File: config.mk
export PLATFORM = sky130hd
export DESIGN_NAME = rlew_stream_validator
export DESIGN_NICKNAME = d
export VERILOG_FILES = /design/src/rtl/rlew_pkg.sv /design/src/rtl/rlew_stream_validator.sv /design/src/rtl/rlew_step.sv
export SDC_FILE = /design/constraint.sdc
export NUM_CORES = 1
export LEC_CHECK = 0
export ABC_AREA = 1
export BUFFER_PORTS_ARGS = -buffer_cell sky130_fd_sc_hd__buf_2
export CORE_UTILIZATION = 50
export DETAILED_ROUTE_END_ITERATION = 12
export GPL_TIMING_DRIVEN = 0
export PLACE_DENSITY = 0.84
export SETUP_SLACK_MARGIN = 0.4
export SLEW_MARGIN = 10
export SYNTH_ARGS = -nofsm -noshare
export SYNTH_HDL_FRONTEND = slang
export SYNTH_SLANG_ARGS = --single-unit
File: constraint.sdc
create_clock -name clock -period 3.6 [get_ports clock]
set_input_delay 0.18 -clock clock [delete_from_list [all_inputs] [get_ports clock]]
set_output_delay 0.18 -clock clock [all_outputs]
set_load 0.05 [all_outputs]
File: src/rtl/rlew_pkg.sv
`default_nettype none

package rlew_pkg;

   // Tag word that opens a run: tag, count, value
   localparam logic [15:0] RLEW_TAG = 16'hABCD;

   // Byte address width; address bit 2 selects between the two config registers
   localparam int unsigned CSR_ADDR_W = 3;

   // Register indexes, taken from paddr[2]
   localparam logic REG_EXPANDED = 1'b0;
   localparam logic REG_STREAM   = 1'b1;

   // Which word of the stream is expected next
   typedef enum logic [1:0] {
      PH_HEADER = 2'd0,
      PH_DATA   = 2'd1,
      PH_COUNT  = 2'd2,
      PH_VALUE  = 2'd3
   } phase_type;

   // Running state of one stream
   typedef struct packed {
      logic [14:0] consumed;   // words consumed, header included
      logic [16:0] produced;   // expanded bytes accounted for
      phase_type   phase;
      logic        decided;    // verdict given, waiting for a new stream
   } track_type;

   // Verdict out of the step logic
   typedef struct packed {
      logic valid;
      logic ok;
   } verdict_type;

endpackage

`default_nettype wire

File: src/rtl/rlew_stream_validator.sv
`default_nettype none

// Run-length word stream validator.
// Input channel (req_): one 16-bit stream word per beat in tdata, with tuser
// high on the header word that opens a new stream. Result channel (rsp_):
// one verdict beat per decided stream, tdata bit 0 = 1 for a valid stream.
// Config (csr_): APB-style, expanded_bytes at 0x0 and stream_bytes at 0x4;
// the user must write them only while no stream word is in flight, as the
// block does not enforce it; pready is always high. Throughput: one word
// per cycle while the result register is free or being taken. Each word's
// check is a few 17-bit adds and compares between the input register and
// the result register. The deciding word passes through the input
// register, then the result register, before its verdict is on rsp_.
// Words after a verdict give no beat until the next header word.
// Reset empties both registers, zeroes the config and leaves the block
// waiting for a header word. When the receiver stalls, the verdict holds
// in the result register and the input register still takes one more beat;
// then req_tready drops until the verdict is taken.
module rlew_stream_validator
   import rlew_pkg::*;
(
   input  wire logic                  clock,
   input  wire logic                  reset,
   // stream words
   input  wire logic                  req_tvalid,
   output logic                       req_tready,
   input  wire logic [15:0]           req_tdata,   // [15:0] word
   input  wire logic                  req_tuser,   // [0] first
   // verdicts
   output logic                       rsp_tvalid,
   input  wire logic                  rsp_tready,
   output logic [7:0]                 rsp_tdata,   // [0] ok, [7:1] zero
   // config
   input  wire logic                  csr_psel,
   input  wire logic                  csr_penable,
   input  wire logic                  csr_pwrite,
   input  wire logic [CSR_ADDR_W-1:0] csr_paddr,
   input  wire logic [31:0]           csr_pwdata,
   output logic [31:0]                csr_prdata,
   output logic                       csr_pready
);

   logic [15:0] exp_bytes_ff;
   logic [15:0] strm_bytes_ff;

   logic        in_valid_ff;
   logic [15:0] in_word_ff;
   logic        in_first_ff;

   logic        rsp_valid_ff;
   logic        rsp_ok_ff;
   logic        rsp_valid_in;

   track_type   track_ff;
   track_type   track_in;
   verdict_type verdict;

   logic        step_go;
   logic        csr_wr;

   // Config registers
   assign csr_pready = 1'b1;
   assign csr_wr     = csr_psel & csr_penable & csr_pwrite & csr_pready;

   always_ff @(posedge clock) begin
      if (reset) begin
         exp_bytes_ff  <= '0;
         strm_bytes_ff <= '0;
      end else if (csr_wr) begin
         if (csr_paddr[2] == REG_EXPANDED) begin
            exp_bytes_ff <= csr_pwdata[15:0];
         end else begin
            strm_bytes_ff <= csr_pwdata[15:0];
         end
      end
   end

   always_comb begin
      if (csr_paddr[2] == REG_STREAM) begin
         csr_prdata = {16'd0, strm_bytes_ff};
      end else begin
         csr_prdata = {16'd0, exp_bytes_ff};
      end
   end

   // Word in the input register moves on when the result slot is free or being taken
   assign step_go    = in_valid_ff & (~rsp_valid_ff | rsp_tready);
   assign req_tready = ~in_valid_ff | step_go;

   always_ff @(posedge clock) begin
      if (reset) begin
         in_valid_ff <= 1'b0;
      end else if (req_tready) begin
         in_valid_ff <= req_tvalid;
      end
   end

   always_ff @(posedge clock) begin
      if (req_tready & req_tvalid) begin
         in_word_ff  <= req_tdata;
         in_first_ff <= req_tuser;
      end
   end

   // Stream checking
   rlew_step u_step (
      .word           (in_word_ff),
      .first          (in_first_ff),
      .expanded_bytes (exp_bytes_ff),
      .stream_bytes   (strm_bytes_ff),
      .cur            (track_ff),
      .nxt            (track_in),
      .verdict        (verdict)
   );

   always_ff @(posedge clock) begin
      if (reset) begin
         track_ff.consumed <= '0;
         track_ff.produced <= '0;
         track_ff.phase    <= PH_HEADER;
         track_ff.decided  <= 1'b1;
      end else if (step_go) begin
         track_ff <= track_in;
      end
   end

   // Result register
   always_comb begin
      rsp_valid_in = rsp_valid_ff & ~rsp_tready;
      if (step_go) begin
         rsp_valid_in = verdict.valid;
      end
   end

   always_ff @(posedge clock) begin
      if (reset) begin
         rsp_valid_ff <= 1'b0;
      end else begin
         rsp_valid_ff <= rsp_valid_in;
      end
   end

   always_ff @(posedge clock) begin
      if (step_go & verdict.valid) begin
         rsp_ok_ff <= verdict.ok;
      end
   end

   assign rsp_tvalid = rsp_valid_ff;
   assign rsp_tdata  = {7'd0, rsp_ok_ff};

endmodule

`default_nettype wire

File: src/rtl/rlew_step.sv
`default_nettype none

// Next-state and verdict logic for one stream word
module rlew_step
   import rlew_pkg::*;
(
   input  wire logic [15:0] word,
   input  wire logic        first,
   input  wire logic [15:0] expanded_bytes,
   input  wire logic [15:0] stream_bytes,
   input  wire track_type   cur,
   output track_type        nxt,
   output verdict_type      verdict
);

   logic [16:0] exp_ext;
   logic [16:0] strm_ext;
   logic [16:0] pos_cur;
   logic [14:0] cons_inc;
   logic [16:0] run;
   logic [16:0] owed;
   logic        cfg_bad;

   assign exp_ext  = {1'b0, expanded_bytes};
   assign strm_ext = {1'b0, stream_bytes};
   assign pos_cur  = {1'b0, cur.consumed, 1'b0};
   assign cons_inc = cur.consumed + 15'd1;
   assign run      = {word, 1'b0};
   assign owed     = (exp_ext > cur.produced) ? (exp_ext - cur.produced) : 17'd0;
   assign cfg_bad  = (stream_bytes < 16'd2) | stream_bytes[0] | expanded_bytes[0];

   // Check after the read position moved: total reached, or stream exhausted
   function automatic void advance_check(
      input  logic [14:0] cons_n,
      input  logic [16:0] prod_n,
      input  logic [16:0] expd,
      input  logic [16:0] strm,
      output phase_type   ph,
      output logic        vld,
      output logic        okv,
      output logic        dec
   );
      logic [16:0] pos_n;
      pos_n = {1'b0, cons_n, 1'b0};
      ph    = PH_HEADER;
      vld   = 1'b0;
      okv   = 1'b0;
      dec   = 1'b0;
      if (prod_n >= expd) begin
         vld = 1'b1;
         okv = (prod_n == expd) && (pos_n == strm);
         dec = 1'b1;
      end else if ((pos_n + 17'd2) > strm) begin
         vld = 1'b1;
         dec = 1'b1;
      end else begin
         ph = PH_DATA;
      end
   endfunction

   always_comb begin
      nxt     = cur;
      verdict = '{valid: 1'b0, ok: 1'b0};

      if (first) begin
         // New stream: header word
         nxt.consumed = 15'd0;
         nxt.produced = 17'd0;
         if (cfg_bad || (word != expanded_bytes)) begin
            verdict.valid = 1'b1;
            nxt.decided   = 1'b1;
            nxt.phase     = PH_HEADER;
         end else begin
            nxt.consumed = 15'd1;
            advance_check(15'd1, 17'd0, exp_ext, strm_ext,
                          nxt.phase, verdict.valid, verdict.ok, nxt.decided);
         end
      end else if (!cur.decided) begin
         case (cur.phase)
            PH_DATA: begin
               if (word == RLEW_TAG) begin
                  if ((pos_cur + 17'd6) > strm_ext) begin
                     verdict.valid = 1'b1;
                     nxt.decided   = 1'b1;
                     nxt.phase     = PH_HEADER;
                  end else begin
                     nxt.consumed = cons_inc;
                     nxt.phase    = PH_COUNT;
                  end
               end else begin
                  nxt.consumed = cons_inc;
                  nxt.produced = cur.produced + 17'd2;
                  advance_check(cons_inc, cur.produced + 17'd2, exp_ext, strm_ext,
                                nxt.phase, verdict.valid, verdict.ok, nxt.decided);
               end
            end
            PH_COUNT: begin
               if (run > owed) begin
                  verdict.valid = 1'b1;
                  nxt.decided   = 1'b1;
                  nxt.phase     = PH_HEADER;
               end else begin
                  nxt.produced = cur.produced + run;
                  nxt.consumed = cons_inc;
                  nxt.phase    = PH_VALUE;
               end
            end
            PH_VALUE: begin
               // value word itself is not examined
               nxt.consumed = cons_inc;
               advance_check(cons_inc, cur.produced, exp_ext, strm_ext,
                             nxt.phase, verdict.valid, verdict.ok, nxt.decided);
            end
            default: begin
               nxt = cur;
            end
         endcase
      end
   end

endmodule

`default_nettype wire

==> results.toml <==
[status]
status = "finished, violations left"
violations = "negative setup slack"

[floorplan]
io_pins = 102
die_w_um = 132
die_y_um = 132
dieArea_mm2 = 0.0174
rows = 47
core_mm2 = 0.0165
start_util = 0.512

[min_path]
hold_start = "req_tuser"
hold_depth = 1
hold_class = "in2reg"
hold_path_end = "in_first_ff$_DFFE_PP_"

[placement]
place_congestion = 1.01
portBuffers = 58
placed_cell_area_mm2 = 0.00941
placed_cells = 1549
dp_hpwl_um = 21800

[cells_and_area]
drive_gt1_frac = 0.271
fillers = 1334
stdcell_area_mm2 = 0.0110
layout_commonest_cell = "nand2_1"
nets = 1570
area_growth_pct = 30.6
stdcell_count = 1637
final_cell_mix = "207 x nand2_1, 142 x inv_1, 103 x a21oi_1"
fin_util = 0.668
antenna_cells = 0

[worst_setup_path]
critPathKind = "reg2reg"
crit_path_end_kind = "register"
r2r-end = "track_ff[15]$_SDFFE_PP0P_"
worst-path-stages = 27
crit_top_cell = "nand2_2"
rrSetupSlack_ps = -180
cp_top_family = "simple AND/OR/NAND/NOR gates"
critPathBufInv = 6
cp_data_required_time_ps = 3810
cpPeakStageDelay_ps = 370
r2r_start = "track_ff[4]$_SDFFE_PP0P_"
crit_arrival_ps = 4000
slowest_stage = "dfxtp_4"
startpoint = "track_ff[4]$_SDFFE_PP0P_"
start_kind = "register"
critPathMaxFanout = 5
reg2regPathDepth = 27

[drt]
drt_wl_total_um = 30000
viasPerCell = 5.89
wl_per_cell_um = 18.4
dr.pass1.iters = 6
vias = 9648
dr.first_iter.drc_count = 838
drc_errors = 0
antenna_left = 0

[synthesis]
yosys_warnings = 0
netlist_top_cells_area = "dfxtp_1 16%, ha_1 14%, nand2_1 10%"
postSynthAreaPerCell_um2 = 6.78
synthFlopType = "dfxtp_1"
async_reset_ff_frac = 0
synth_area_mm2 = 0.00846
ys_seq_area_frac = 0.225
syn_inst = 1248
synth_top_area_cell = "dfxtp_1"
synth_top_area_frac = 0.161
ys_types = 55
synth_edf_count = 18
ys_ff_latch = 86

[clock_network]
clock_latency_ps = 360
htree_levels = 3
cts_tree = "built"
cts_buffer_depth = 2
cts_buffers = 9
cts.sinks = 86
clkTransAtPathRegs_ps = 70
root_buffer = "clkbuf_16"

[job]
drv_cap = 0

[timing]
skew_ps = 13.2
slew_viol_final = 0
period_share = 1.05
finalSetupViolCount = 32
worst_pin_slew_ps = 990
hold_viol = 0
grt_setup_unrepaired = "yes"
whs_ps = 11.6
fin_crit_ps = 3780
max_freq_mhz = 264
slew-limit-headroom = 0.340
finalWorstSetupSlack_ps = -184

[global_routing]
grt_start_max_net_pins = 18
antenna_found_initial = 0
grt_pass1_vias = 9113
grt_overflow_total = 0
grt_usage = 0.336
grt_first_pass_wirelength_um = 46000

[power]
fin_total_pwr_uw = 3430
ir_worst_vdd_mv = 0.248
p_per_area_mw_per_mm2 = 310
cellLeakagePower_uw = 0.00503
through the flow:
stage | setup WS [ps] | TNS (ps)
6_report | -184 | -3450
5_1_grt | -320 | -9110
4_1_cts | 9.07 | 0
3_5_place_dp | -465 | -8030
3_3_place_gp | -434 | -6250
2_1_floorplan | 326 | 0
power by group:
| group | internal, µW | switching, µW | total, µW |
|---|---|---|---|
| clock network | 550 | 459 | 1010 |
| logic | 536 | 796 | 1330 |
| registers | 1020 | 65.5 | 1090 |
| total | 2110 | 1320 | 3430 |
synth_stat cells, types with 5 or more instances:
library cell	instances
o21ai_1	24
nand3_1	68
xor2_1	43
xnor2_1	7
buf_4	27
inv_1	161
a21o_1	8
clkbuf_1	22
nor4_1	14
nand2_1	230
ha_1	97
o21ai_0	85
dfxtp_1	68
nor3_1	15
buf_2	5
nor2_2	6
edfxtp_1	18
nand4_1	32
a211oi_1	12
a21oi_1	119
o22ai_1	10
o211ai_1	7
nand2_2	10
nor2_1	101
or2_2	9
worst register-to-register path, delay by kind of cell, from the launching register on:
kind | cells | cell delay [ps]
simple gates | 12 | 1010
compound gates | 7 | 960
fa+ha+maj | 2 | 550
buf+inv | 6 | 760
flops | 1 | 370
repair_timing:
action,4_1_cts,5_1_grt
buffers inserted,40,12
endpoints found under the setup margin,37,37
pin swaps,53,32
hold buffers,15,0
hold endpoints to repair,15,0
resized for setup,108,80
gates cloned,3,2
final cells by class:
| cell class | instances | area, µm² | area share |
|---|---|---|---|
| Multi-Input combinational cell | 965 | 6490 | 0.588 |
| Sequential cell | 86 | 1970 | 0.178 |
| Timing Repair Buffer | 130 | 967 | 0.0876 |
| Inverter | 164 | 638 | 0.0578 |
| Buffer | 56 | 399 | 0.0361 |
| Tap cell | 220 | 275 | 0.0249 |
| Clock buffer | 9 | 225 | 0.0204 |
| Clock inverter | 7 | 80.1 | 0.00725 |
registers in the layout, indices dropped and copies added, names as in the netlist:
name,flops
exp_bytes_ff,16
in_first_ff,1
in_valid_ff,1
in_word_ff,16
rsp_ok_ff,1
rsp_tvalid,1
strm_bytes_ff,16
track_ff,34
layer usage:
layer  part of all wire  wire (µm)  track usage
met5                  0          0            0
met3              0.070       2110       0.0542
met1               0.37      11200        0.380
met4              0.057       1700        0.176
met2               0.50      15000        0.606
how the worst max path moves through the flow:
stage                                            to  slack [ps]
after floorplan                 rsp_ok_ff$_DFFE_PP_         330
after global placement          rsp_ok_ff$_DFFE_PP_        -430
after detailed placement        rsp_ok_ff$_DFFE_PP_        -460
after CTS                       rsp_ok_ff$_DFFE_PP_           9
after global routing      track_ff[15]$_SDFFE_PP0P_        -320
final                     track_ff[15]$_SDFFE_PP0P_        -180
cell families (layout without fill, tap and decap cells):
logic type	count (synthesis)	count (layout)	synth area share
other	2	25	0.000888
XOR/XNOR	52	52	0.0570
buffers and inverters	220	366	0.111
flip-flops	86	86	0.225
AO/OA/AOI/OAI	286	286	0.187
AND/OR/NAND/NOR	503	503	0.271
adder cells (fa/ha/maj)	99	99	0.148
Note: power is estimated with default switching activity, not from simulation.
